--- src/hdl/patt_pkg.sv ---
// ----------------------------------------------------------------------------
// Periodic alarm table package
// Shared widths, opcodes, register indexes and the controller command type.
// ----------------------------------------------------------------------------
`default_nettype none

package patt_pkg;

   // payload widths
   localparam int OP_W      = 2;
   localparam int CHAN_W    = 2;
   localparam int SEC_W     = 32;
   localparam int UNIT_W    = 2;
   localparam int COUNT_W   = 16;
   localparam int UNITSEC_W = 17;

   // default table size
   localparam int CHANNELS_DEF = 4;

   // one unit and one count register per channel slot
   localparam int NUM_SLOTS   = 4;
   localparam int SLOT_W      = 2;
   localparam int CSR_IDX_W   = 3;
   localparam int CSR_DATA_W  = 16;

   // register index map
   localparam logic [CSR_IDX_W-1:0] CSR_UNIT_BASE  = 3'd0;
   localparam logic [CSR_IDX_W-1:0] CSR_COUNT_BASE = 3'd4;

   // opcodes
   localparam logic [OP_W-1:0] OP_UPDATE = 2'd0;
   localparam logic [OP_W-1:0] OP_SET_EN = 2'd1;
   localparam logic [OP_W-1:0] OP_CLEAR  = 2'd2;

   // period unit codes
   localparam logic [UNIT_W-1:0] UNIT_SEC  = 2'd0;
   localparam logic [UNIT_W-1:0] UNIT_MIN  = 2'd1;
   localparam logic [UNIT_W-1:0] UNIT_HOUR = 2'd2;
   localparam logic [UNIT_W-1:0] UNIT_DAY  = 2'd3;

   localparam logic [UNITSEC_W-1:0] SECS_PER_SEC  = UNITSEC_W'(1);
   localparam logic [UNITSEC_W-1:0] SECS_PER_MIN  = UNITSEC_W'(60);
   localparam logic [UNITSEC_W-1:0] SECS_PER_HOUR = UNITSEC_W'(60 * 60);
   localparam logic [UNITSEC_W-1:0] SECS_PER_DAY  = UNITSEC_W'(60 * 60 * 24);

   // controller to datapath commands
   typedef struct packed {
      logic load;    // latch the accepted request
      logic calc;    // period product and compares
      logic commit;  // table write and result register load
   } patt_cmd_type;

   function automatic logic [UNITSEC_W-1:0] unit_seconds(input logic [UNIT_W-1:0] unit);
      logic [UNITSEC_W-1:0] secs;
      case (unit)
         UNIT_SEC:  secs = SECS_PER_SEC;
         UNIT_MIN:  secs = SECS_PER_MIN;
         UNIT_HOUR: secs = SECS_PER_HOUR;
         UNIT_DAY:  secs = SECS_PER_DAY;
         default:   secs = SECS_PER_DAY;
      endcase
      return secs;
   endfunction

endpackage

`default_nettype wire

--- src/hdl/patt_intf.sv ---
// ----------------------------------------------------------------------------
// Periodic alarm table channel interfaces
// Valid/ready request and response channels with their payloads.
// ----------------------------------------------------------------------------
`default_nettype none

interface patt_req_intf;
   logic                          valid;
   logic                          ready;
   logic [patt_pkg::OP_W-1:0]     opcode;
   logic [patt_pkg::CHAN_W-1:0]   channel;
   logic [patt_pkg::SEC_W-1:0]    now_seconds;
   logic                          enable_value;

   modport source (output valid, opcode, channel, now_seconds, enable_value,
                   input ready);
   modport sink   (input valid, opcode, channel, now_seconds, enable_value,
                   output ready);
endinterface

interface patt_rsp_intf;
   logic valid;
   logic ready;
   logic chan_enabled;
   logic chan_triggered;

   modport source (output valid, chan_enabled, chan_triggered, input ready);
   modport sink   (input valid, chan_enabled, chan_triggered, output ready);
endinterface

`default_nettype wire

--- src/hdl/periodic_action_trigger_table.sv ---
// ----------------------------------------------------------------------------
// Periodic action trigger table
// Table of periodic alarm channels driven by update/enable/clear transactions.
// ----------------------------------------------------------------------------
// Each request transaction addresses one alarm channel and returns exactly one
// response transaction carrying that channel's enable and triggered flags
// after the operation. Update hands the channel the current epoch second; an
// enabled, untriggered channel seeing a new second records it and, once the
// due second is reached, latches its triggered flag and reschedules itself to
// now + count * unit (wrapping modulo 2^32). Set enable writes the flag and
// zeroes both times; clear drops the triggered flag; opcode 3 changes nothing.
// A channel index at or above CHANNELS leaves the table alone and reports
// zeros. Each transaction passes the request latch, the period multiply
// (16 x 17 bit) with the due compare, then the table commit into the response
// register. The commit waits while an earlier response is still held, and the
// next request is only taken once the previous one has been committed.
// A new request is taken while the previous response waits to be collected.
// Config registers (units at index 0..3, counts at 4..7) are written through
// the csr_ port and must only change while no transaction is in flight.
// ----------------------------------------------------------------------------
`default_nettype none

module periodic_action_trigger_table #(
   parameter int CHANNELS = patt_pkg::CHANNELS_DEF
) (
   input  wire logic                              clock,
   input  wire logic                              reset,
   patt_req_intf.sink                             req_chan,
   patt_rsp_intf.source                           rsp_chan,
   input  wire logic                              csr_wr_en,
   input  wire logic [patt_pkg::CSR_IDX_W-1:0]    csr_index,
   input  wire logic [patt_pkg::CSR_DATA_W-1:0]   csr_wdata
);
   import patt_pkg::*;

   patt_cmd_type cmd;

   // sequencer: accept, calc, commit
   patt_ctrl u_ctrl (
      .clock     (clock),
      .reset     (reset),
      .req_valid (req_chan.valid),
      .req_ready (req_chan.ready),
      .rsp_valid (rsp_chan.valid),
      .rsp_ready (rsp_chan.ready),
      .cmd       (cmd)
   );

   // channel table, config and result register
   patt_dp #(
      .CHANNELS (CHANNELS)
   ) u_dp (
      .clock          (clock),
      .reset          (reset),
      .cmd            (cmd),
      .csr_wr_en      (csr_wr_en),
      .csr_index      (csr_index),
      .csr_wdata      (csr_wdata),
      .opcode         (req_chan.opcode),
      .channel        (req_chan.channel),
      .now_seconds    (req_chan.now_seconds),
      .enable_value   (req_chan.enable_value),
      .chan_enabled   (rsp_chan.chan_enabled),
      .chan_triggered (rsp_chan.chan_triggered)
   );

endmodule

`default_nettype wire

--- src/hdl/patt_ctrl.sv ---
// ----------------------------------------------------------------------------
// Periodic alarm table controller
// Sequences load, calc and commit; owns the response valid flag.
// ----------------------------------------------------------------------------
`default_nettype none

module patt_ctrl (
   input  wire logic                   clock,
   input  wire logic                   reset,
   input  wire logic                   req_valid,
   output      logic                   req_ready,
   output      logic                   rsp_valid,
   input  wire logic                   rsp_ready,
   output      patt_pkg::patt_cmd_type cmd
);
   import patt_pkg::*;

   localparam logic [1:0] ST_IDLE   = 2'd0;
   localparam logic [1:0] ST_CALC   = 2'd1;
   localparam logic [1:0] ST_COMMIT = 2'd2;

   logic [1:0] state_ff, state_in;
   logic       rsp_valid_ff, rsp_valid_in;
   logic       slot_free;

   // result register free now or emptied at this edge
   assign slot_free = !rsp_valid_ff || rsp_ready;

   always_comb begin
      state_in   = state_ff;
      cmd        = '0;
      cmd.load   = (state_ff == ST_IDLE) && req_valid;
      cmd.calc   = (state_ff == ST_CALC);
      cmd.commit = (state_ff == ST_COMMIT) && slot_free;
      case (state_ff)
         ST_IDLE:   if (req_valid) state_in = ST_CALC;
         ST_CALC:   state_in = ST_COMMIT;
         ST_COMMIT: if (slot_free) state_in = ST_IDLE;
         default:   state_in = ST_IDLE;
      endcase
   end

   always_comb begin
      rsp_valid_in = rsp_valid_ff;
      if (cmd.commit) begin
         rsp_valid_in = 1'b1;
      end else if (rsp_ready) begin
         rsp_valid_in = 1'b0;
      end
   end

   always_ff @(posedge clock) begin
      if (reset) begin
         state_ff     <= ST_IDLE;
         rsp_valid_ff <= 1'b0;
      end else begin
         state_ff     <= state_in;
         rsp_valid_ff <= rsp_valid_in;
      end
   end

   assign req_ready = (state_ff == ST_IDLE);
   assign rsp_valid = rsp_valid_ff;

endmodule

`default_nettype wire

--- src/hdl/patt_dp.sv ---
// ----------------------------------------------------------------------------
// Periodic alarm table datapath
// Config registers, channel table, period product and result register.
// ----------------------------------------------------------------------------
`default_nettype none

module patt_dp #(
   parameter int CHANNELS = patt_pkg::CHANNELS_DEF
) (
   input  wire logic                              clock,
   input  wire logic                              reset,
   input  wire patt_pkg::patt_cmd_type            cmd,
   input  wire logic                              csr_wr_en,
   input  wire logic [patt_pkg::CSR_IDX_W-1:0]    csr_index,
   input  wire logic [patt_pkg::CSR_DATA_W-1:0]   csr_wdata,
   input  wire logic [patt_pkg::OP_W-1:0]         opcode,
   input  wire logic [patt_pkg::CHAN_W-1:0]       channel,
   input  wire logic [patt_pkg::SEC_W-1:0]        now_seconds,
   input  wire logic                              enable_value,
   output      logic                              chan_enabled,
   output      logic                              chan_triggered
);
   import patt_pkg::*;

   localparam int IDX_W = (CHANNELS > 1) ? $clog2(CHANNELS) : 1;

   // config registers
   logic [UNIT_W-1:0]  unit_ff  [NUM_SLOTS];
   logic [COUNT_W-1:0] count_ff [NUM_SLOTS];

   // channel table
   logic             en_ff   [CHANNELS];
   logic             en_in   [CHANNELS];
   logic             trig_ff [CHANNELS];
   logic             trig_in [CHANNELS];
   logic [SEC_W-1:0] last_ff [CHANNELS];
   logic [SEC_W-1:0] last_in [CHANNELS];
   logic [SEC_W-1:0] due_ff  [CHANNELS];
   logic [SEC_W-1:0] due_in  [CHANNELS];

   // latched request
   logic [OP_W-1:0]   op_ff;
   logic [CHAN_W-1:0] chan_ff;
   logic [SEC_W-1:0]  now_ff;
   logic              env_ff;
   logic              in_range_ff;
   logic [IDX_W-1:0]  idx;

   // calc stage
   logic [SEC_W-1:0]  period_ff;
   logic              upd_ff;
   logic              due_hit_ff;
   logic [SEC_W-1:0]  product;

   // result register
   logic out_en_ff, out_en_in;
   logic out_trig_ff, out_trig_in;

   assign idx = IDX_W'(chan_ff);

   always_ff @(posedge clock) begin
      if (reset) begin
         for (int i = 0; i < NUM_SLOTS; i++) begin
            unit_ff[i]  <= UNIT_W'(i);
            count_ff[i] <= COUNT_W'(1);
         end
      end else if (csr_wr_en) begin
         if (csr_index < CSR_COUNT_BASE) begin
            unit_ff[SLOT_W'(csr_index - CSR_UNIT_BASE)] <= csr_wdata[UNIT_W-1:0];
         end else begin
            count_ff[SLOT_W'(csr_index - CSR_COUNT_BASE)] <= csr_wdata[COUNT_W-1:0];
         end
      end
   end

   always_ff @(posedge clock) begin
      if (cmd.load) begin
         op_ff       <= opcode;
         chan_ff     <= channel;
         now_ff      <= now_seconds;
         env_ff      <= enable_value;
         in_range_ff <= (32'(channel) < CHANNELS);
      end
   end

   // product bits above 32 wrap away
   assign product = SEC_W'(count_ff[chan_ff]) * SEC_W'(unit_seconds(unit_ff[chan_ff]));

   always_ff @(posedge clock) begin
      if (cmd.calc) begin
         period_ff  <= product;
         upd_ff     <= en_ff[idx] && !trig_ff[idx] && (last_ff[idx] != now_ff);
         due_hit_ff <= (now_ff >= due_ff[idx]);
      end
   end

   always_comb begin
      for (int i = 0; i < CHANNELS; i++) begin
         en_in[i]   = en_ff[i];
         trig_in[i] = trig_ff[i];
         last_in[i] = last_ff[i];
         due_in[i]  = due_ff[i];
      end
      out_en_in   = out_en_ff;
      out_trig_in = out_trig_ff;
      if (cmd.commit) begin
         out_en_in   = 1'b0;
         out_trig_in = 1'b0;
         if (in_range_ff) begin
            case (op_ff)
               OP_UPDATE: begin
                  if (upd_ff) begin
                     last_in[idx] = now_ff;
                     if (due_hit_ff) begin
                        due_in[idx]  = now_ff + period_ff;
                        trig_in[idx] = 1'b1;
                     end
                  end
               end
               OP_SET_EN: begin
                  en_in[idx]   = env_ff;
                  last_in[idx] = '0;
                  due_in[idx]  = '0;
               end
               OP_CLEAR: trig_in[idx] = 1'b0;
               default: ;
            endcase
            out_en_in   = en_in[idx];
            out_trig_in = trig_in[idx];
         end
      end
   end

   always_ff @(posedge clock) begin
      if (reset) begin
         for (int i = 0; i < CHANNELS; i++) begin
            en_ff[i]   <= 1'b0;
            trig_ff[i] <= 1'b0;
            last_ff[i] <= '0;
            due_ff[i]  <= '0;
         end
      end else begin
         for (int i = 0; i < CHANNELS; i++) begin
            en_ff[i]   <= en_in[i];
            trig_ff[i] <= trig_in[i];
            last_ff[i] <= last_in[i];
            due_ff[i]  <= due_in[i];
         end
      end
   end

   always_ff @(posedge clock) begin
      out_en_ff   <= out_en_in;
      out_trig_ff <= out_trig_in;
   end

   assign chan_enabled   = out_en_ff;
   assign chan_triggered = out_trig_ff;

endmodule

`default_nettype wire

--- src/flat_wrapper.sv ---
// flat-port wrapper written by rule: the top's interface ports become plain ports
module periodic_action_trigger_table_flat import patt_pkg::*;
#(
   parameter int CHANNELS = patt_pkg::CHANNELS_DEF
)
  (clock, reset, csr_wr_en, csr_index, csr_wdata, req_chan_valid, req_chan_opcode, req_chan_channel, req_chan_now_seconds, req_chan_enable_value, req_chan_ready, rsp_chan_valid, rsp_chan_chan_enabled, rsp_chan_chan_triggered, rsp_chan_ready);
  patt_req_intf req_chan_i ();
  patt_rsp_intf rsp_chan_i ();
  input  wire logic clock;
  input  wire logic reset;
  input  wire logic csr_wr_en;
  input  wire logic [patt_pkg::CSR_IDX_W-1:0] csr_index;
  input  wire logic [patt_pkg::CSR_DATA_W-1:0] csr_wdata;
  input wire logic [$bits(req_chan_i.valid)-1:0] req_chan_valid;
  input wire logic [$bits(req_chan_i.opcode)-1:0] req_chan_opcode;
  input wire logic [$bits(req_chan_i.channel)-1:0] req_chan_channel;
  input wire logic [$bits(req_chan_i.now_seconds)-1:0] req_chan_now_seconds;
  input wire logic [$bits(req_chan_i.enable_value)-1:0] req_chan_enable_value;
  output wire logic [$bits(req_chan_i.ready)-1:0] req_chan_ready;
  output wire logic [$bits(rsp_chan_i.valid)-1:0] rsp_chan_valid;
  output wire logic [$bits(rsp_chan_i.chan_enabled)-1:0] rsp_chan_chan_enabled;
  output wire logic [$bits(rsp_chan_i.chan_triggered)-1:0] rsp_chan_chan_triggered;
  input wire logic [$bits(rsp_chan_i.ready)-1:0] rsp_chan_ready;
  assign req_chan_i.valid = req_chan_valid;
  assign req_chan_i.opcode = req_chan_opcode;
  assign req_chan_i.channel = req_chan_channel;
  assign req_chan_i.now_seconds = req_chan_now_seconds;
  assign req_chan_i.enable_value = req_chan_enable_value;
  assign req_chan_ready = req_chan_i.ready;
  assign rsp_chan_valid = rsp_chan_i.valid;
  assign rsp_chan_chan_enabled = rsp_chan_i.chan_enabled;
  assign rsp_chan_chan_triggered = rsp_chan_i.chan_triggered;
  assign rsp_chan_i.ready = rsp_chan_ready;
  periodic_action_trigger_table #(.CHANNELS(CHANNELS)) u_core (.clock(clock), .reset(reset), .req_chan(req_chan_i), .rsp_chan(rsp_chan_i), .csr_wr_en(csr_wr_en), .csr_index(csr_index), .csr_wdata(csr_wdata));
endmodule
--- config.mk ---
export PLATFORM = sky130hd
export DESIGN_NAME = periodic_action_trigger_table_flat
export DESIGN_NICKNAME = d
export VERILOG_FILES = /design/src/hdl/patt_pkg.sv /design/src/hdl/patt_intf.sv /design/src/hdl/periodic_action_trigger_table.sv /design/src/hdl/patt_ctrl.sv /design/src/hdl/patt_dp.sv /design/src/flat_wrapper.sv
export SDC_FILE = /design/constraint.sdc
export NUM_CORES = 1
export LEC_CHECK = 0
export ABC_CLOCK_PERIOD_IN_PS = 10200
export BUFFER_PORTS_ARGS = -buffer_cell sky130_fd_sc_hd__buf_2
export CAP_MARGIN = 20
export CORE_MARGIN = 3
export CORE_UTILIZATION = 35
export CTS_CLUSTER_DIAMETER = 30
export CTS_CLUSTER_SIZE = 16
export DETAILED_ROUTE_END_ITERATION = 8
export RECOVER_POWER = 100
export SYNTH_ARGS = -nofsm -noshare
export SYNTH_HDL_FRONTEND = slang
export SYNTH_SLANG_ARGS = --single-unit
--- constraint.sdc ---
create_clock -name clock -period 10.2 [get_ports clock]
set_clock_uncertainty 0.2 [all_clocks]
set_input_delay 2.04 -clock clock [delete_from_list [all_inputs] [get_ports clock]]
set_output_delay 2.04 -clock clock [all_outputs]
set_load 0.05 [all_outputs]
# Yosys cells after proc, flatten, opt, wreduce, memory -nomap -nowiden
# Memories as Yosys holds them, arrays and structs flattened. A register that Yosys moved wholly into a read port is not among the register bits.
# Cells that the tools add are included.
[totals]
wordCells = 145
n_memories = 6
ramBits = 336
ff_bits = 76
inputBits = 61
[classes]
bitwise = 23
n_eq_ne = 10
reduce_logical = 15
n_mul = 1
addsub = 2
magnitude_cmp = 4
n_mux = 73
[memory_table]
columns = ["memory", "words", "word_bits", "rd", "rd_ports_with_merged_regs", "write_ports", "line", "text"]
rows = [
  ["u_core.u_dp.due_ff", 4, 32, 5, 1, 4, "patt_dp.sv:38", "logic [SEC_W-1:0] due_ff [CHANNELS];"],
  ["u_core.u_dp.last_ff", 4, 32, 5, 1, 4, "patt_dp.sv:36", "logic [SEC_W-1:0] last_ff [CHANNELS];"],
  ["u_core.u_dp.count_ff", 4, 16, 1, 1, 4, "patt_dp.sv:29", "logic [COUNT_W-1:0] count_ff [NUM_SLOTS];"],
  ["u_core.u_dp.unit_ff", 4, 2, 1, 1, 4, "patt_dp.sv:28", "logic [UNIT_W-1:0] unit_ff [NUM_SLOTS];"],
  ["u_core.u_dp.en_ff", 4, 1, 5, 1, 4, "patt_dp.sv:32", "logic en_ff [CHANNELS];"],
  ["u_core.u_dp.trig_ff", 4, 1, 5, 1, 4, "patt_dp.sv:34", "logic trig_ff [CHANNELS];"],
]
[op_table]
columns = ["cell", "count"]
rows = [
  ["two-way mux 128 bit", 5],
  ["one-hot mux 128 bit (2 select lines)", 2],
  ["two-way mux 32 bit", 9],
  ["AND 128 bit", 2],
  ["bitwise mux 128 bit", 2],
  ["NOT 128 bit", 1],
  ["one-hot mux 17 bit (4 select lines)", 1],
  ["demux 32 bit (select 2 bit)", 1],
  ["adder 32 bit", 1],
  [">= comparator 32 bit", 1],
  ["multiplier 16 x 17 -> 32 bit", 1],
  ["!= test 32 bit", 1],
  ["two-way mux 1 bit", 28],
  ["two-way mux 4 bit", 7],
  ["two-way mux 2 bit", 11],
  ["two-way mux 16 bit", 1],
  ["bitwise OR 1 bit", 16],
  ["OR reduction 16 bit", 1],
  ["equality test 2 bit (second input constant)", 4],
  ["one-hot mux 4 bit (2 select lines)", 1],
  ["equality test 2 x 1 -> 1 bit (second input constant)", 3],
  ["zero test 2 bit", 3],
  ["one-hot mux 2 bit (3 select lines)", 1],
  ["logical AND 1 bit", 5],
  ["17 further kinds", 20],
]

# Depth between registers and ports, before layout
[logic_depth]
ltp_word = 13
ltp_mapped = 31
ltp_nobuf = 26

# By module
# Synthesis repeated with hierarchy kept, for this count alone.
[hier_totals]
hier_cells = 2478
area_unflattened_um2 = 26265.2
[modules_own_cells]
columns = ["mod", "seq_area_each_um2", "n_inst", "cells_per_inst", "area_each_um2"]
rows = [
  ["patt_dp", 9679.3, 1, 2464, 26118.8],
  ["patt_ctrl", 60.1, 1, 14, 146.4],
]

# Least setup slack after synthesis
# Ideal clock, no wire load.
[synth_path]
path_type = "reg2reg"
from = "reg (tool-made name)"
to = "reg u_core.u_dp.period_ff[28], data pin"
setup_time_ns = 0.266
arrival_time_ns = 7.385
path_slack_ns = 2.349
required_time_ns = 9.734
stages_incl_launch_ff = 28
path_buffers = 5
synth_period_minus_slack_ns = 7.851
cell_sequence = "dfxtp_1 -> buf_2 -> buf_2 -> buf_2 -> buf_4 -> mux4_2 -> inv_1 -> ha_1 -> clkbuf_1 -> nand2_1 -> fa_1 -> fa_1 -> inv_1 -> fa_1 -> fa_1 -> fa_1 -> inv_1 -> fa_1 -> inv_1 -> ha_1 -> a21oi_1 -> o21ai_0 -> a221o_1 -> a31o_2 -> a21boi_1 -> o21ai_1 -> o41ai_1 -> xnor2_1"
[synth_lines]
columns = ["item", "line", "text"]
rows = [
  ["end signal, assigned", "patt_dp.sv:91", "period_ff <= product;"],
  ["end, declared", "patt_dp.sv:50", "logic [SEC_W-1:0] period_ff;"],
]

==> reports/results.ini <==
[yosys]
yosysWarningCount=0
synthMuxAreaShare=0.0735
synth.largest_area_cell=dfxtp_1
ys_seq_elements=414
ys_top_cells_by_count=nor2_1 (348), inv_1 (277), dfxtp_1 (269), a21oi_1 (229), nand2_1 (200)
synth_top_area_frac=0.205
yosys-top-cells-area=dfxtp_1 (20%), edfxtp_1 (17%), fa_1 (11%)
yosysUniqueCellTypes=84
async_flop_share=0
synthesis.nets=3034
yosysMostFrequentCell=nor2_1
syn_area_um2=26300
synth_cells=2630
synth-simple-area-share=0.143
synth_xor_area_frac=0.0280
synth_top_family_by_area=adder cells
synth_compound_area_frac=0.122
syn_area_per_cell_um2=10.0
ys_seq_area_frac=0.370
ys.flop_type=dfxtp_1
synth-edff-count=145
synth_adder_area_share=0.205

[timing]
finalCritPeriodShare=0.839
setup_tns_ns=0
slew_headroom=-1.63
rsz0062_at_grt=false
drv_slew=397
worst_pin_slew_ns=3.94
setup_violations=0
period_needed_ns=8.55
finalHoldViolations=0
fmax_mhz=117

[detailed_routing]
first_pass_iters=5
viasPerCell=5.09
vias=19000
wl_per_cell_um=18.0
postRouteAntennaNets=0
drtIter0Drc=1245
drc_errors=0
wirelength_um=67000

[worst_setup_path]
crit_path_end_kind=flip-flop
crit_fanout=19
arrival_ns=8.70
startpoint_type=flip-flop
slowest_delay_ns=1.13
crit_type=flip-flop to flip-flop
r2r_end=u_core.u_dp.period_ff[30]
slowest_stage=dfxtp_1
crit_chain=mux4_2, inv_1, ha_1, nand2_1, fa_1, fa_1, inv_1, fa_1, inv_1, fa_1, inv_1, fa_1, inv_1, fa_1, inv_1, ha_1, o21a_1, nor2_1, a31oi_1, a31o_2, a21boi_0, o21ai_0, o221ai_1, xnor2_1
reg2reg_slack_ns=1.65
cp_data_required_time_ns=10.35
r2r_cells=24

[cells_and_area]
syn_to_final_growth_pct=15.4
drive_gt1_frac=0.115
fin_nets=3096
diodes=0

[pwr]
vdd_drop_max_mv=0.258
leakage_nw=12.6
power_density_nw_per_um2=288
p_total_mw=8.74

[place]
portBuffers=64
gp_congestion=0.855
dp_hpwl_um=47700

[die]
fp.dieH_um=280
initial_core_util=0.357
io_pins=65
dieArea_um2=78500
rows=99
core-area_um2=73700
die_x_um=280

[run_status]
status=finished, violations left
violations=capacitance limit, slew limit

[cts]
clk_latency_ns=0.63
clkTransAtPathRegs_ns=0.05
cts_buffers=85
h-tree-depth=3
root_buffer=clkbuf_16
post_cts_resized=0
cts_setup_buffers=0
ctsHoldBuffers=0
clock_sinks=414
clock_path_buffers=3
cts_tree=yes

[worst_hold_path]
hold_depth=2
hold_path_class=flip-flop to flip-flop
holdCritStartpoint=u_core.u_dp.due_ff[2][15]
hold_path_end=u_core.u_dp.due_ff[2][15]

[global_route]
grt_usage=0.173
grt_pass1_vias=19000
overflow=0
grt_pass1_wl_um=107000
grt_antenna_before_repair=0
grt_max_degree=90

[flow_run]
drv_cap=9

## report_power, final
group	total (mW)	internal, mW	switching [mW]
clock network	2.76	1.78	0.977
registers	2.02	1.95	0.0657
logic	3.96	1.62	2.34
total	8.74	5.35	3.39
## worst max-delay path by stage
stage	depth (start not counted)	startpoint	end	slack, ns
final	24	flip-flop	u_core.u_dp.period_ff[30]	1.65
after global routing	24	flip-flop	u_core.u_dp.period_ff[29]	0.92
after CTS	24	flip-flop	u_core.u_dp.period_ff[31]	2.28
after detailed placement	24	flip-flop	u_core.u_dp.period_ff[29]	2.33
after global placement	24	flip-flop	u_core.u_dp.period_ff[31]	2.43
after floorplan	27	flip-flop	u_core.u_dp.period_ff[28]	2.35
## cell usage in the layout (no fill, tap or decap), drive strengths merged, types with 108 or more instances in the layout
cell,netlist,routed
dfxtp,269,269
ha,197,197
edfxtp,145,145
fa,146,146
a21oi,231,231
clkbuf,79,131
and2,108,108
nor2,351,351
nand2,200,200
inv,277,290
## routing by layer
metal | part of all wire | track usage | wire [µm] | up-vias
met4 | 0.029 | 0.0565 | 1960 | 0
met3 | 0.053 | 0.0325 | 3550 | 109
met5 | 0 | 0 | 0 | -
met1 | 0.47 | 0.243 | 31800 | 9194
li1 | - | - | - | 9198
met2 | 0.44 | 0.268 | 29700 | 463
## flip-flops by register name, indices dropped and copies added (netlist names), named ones only
name                        count
u_core.u_ctrl.rsp_valid         1
u_core.u_ctrl.state_ff          2
u_core.u_dp.chan_enabled        1
u_core.u_dp.chan_ff             2
u_core.u_dp.chan_triggered      1
u_core.u_dp.count_ff           64
u_core.u_dp.due_ff            128
u_core.u_dp.due_hit_ff          1
u_core.u_dp.en_ff               4
u_core.u_dp.env_ff              1
u_core.u_dp.last_ff           128
u_core.u_dp.now_ff             32
u_core.u_dp.op_ff               2
u_core.u_dp.period_ff          32
u_core.u_dp.trig_ff             4
u_core.u_dp.unit_ff             8
u_core.u_dp.upd_ff              1
## critical path, delay by kind of cell (launching register included)
kind                       cells  cell delay (ns)
adders and majority gates      8             3.93
AOI/OAI and AO/OA              6             1.51
DFF                            1             1.13
muxes                          1             0.65
and+or+nand+nor                2             0.35
buffers and inverters          6             0.34
xor gates and xnor gates       1             0.17
## layout make-up
class                   count  area, µm²
flip-flops and latches    414       9740
clock buffers             102       2340
repair buffers             88        435
well taps                 959       1200
clock inverters            57        579
multi-input cells        1826      15000
inverters                 277       1040
fillers                  7095      43300
## cell families (layout without fill, tap and decap cells)
group,count (synthesis),count (layout)
compound gates,497,497
simple gates,814,814
fa+ha+maj,343,343
mux,88,88
buf+inv,390,524
xor+xnor,84,84
flops,414,414
## metrics by stage
stage | cell area [µm²] | hold WS [ns] | std cells | setup slack [ns] | utilization
after global routing | 30400 | 0.262 | 3723 | 0.917 | 0.412
after global placement | 27500 | 0.224 | 3563 | 2.43 | 0.374
final | 30400 | 0.243 | 3723 | 1.65 | 0.412
after detailed placement | 27500 | 0.230 | 3563 | 2.33 | 0.374
after CTS | 30500 | 0.237 | 3722 | 2.28 | 0.413
after floorplan | 26300 | 0.210 | 2630 | 2.35 | -
(Power assumes the default switching activity.)
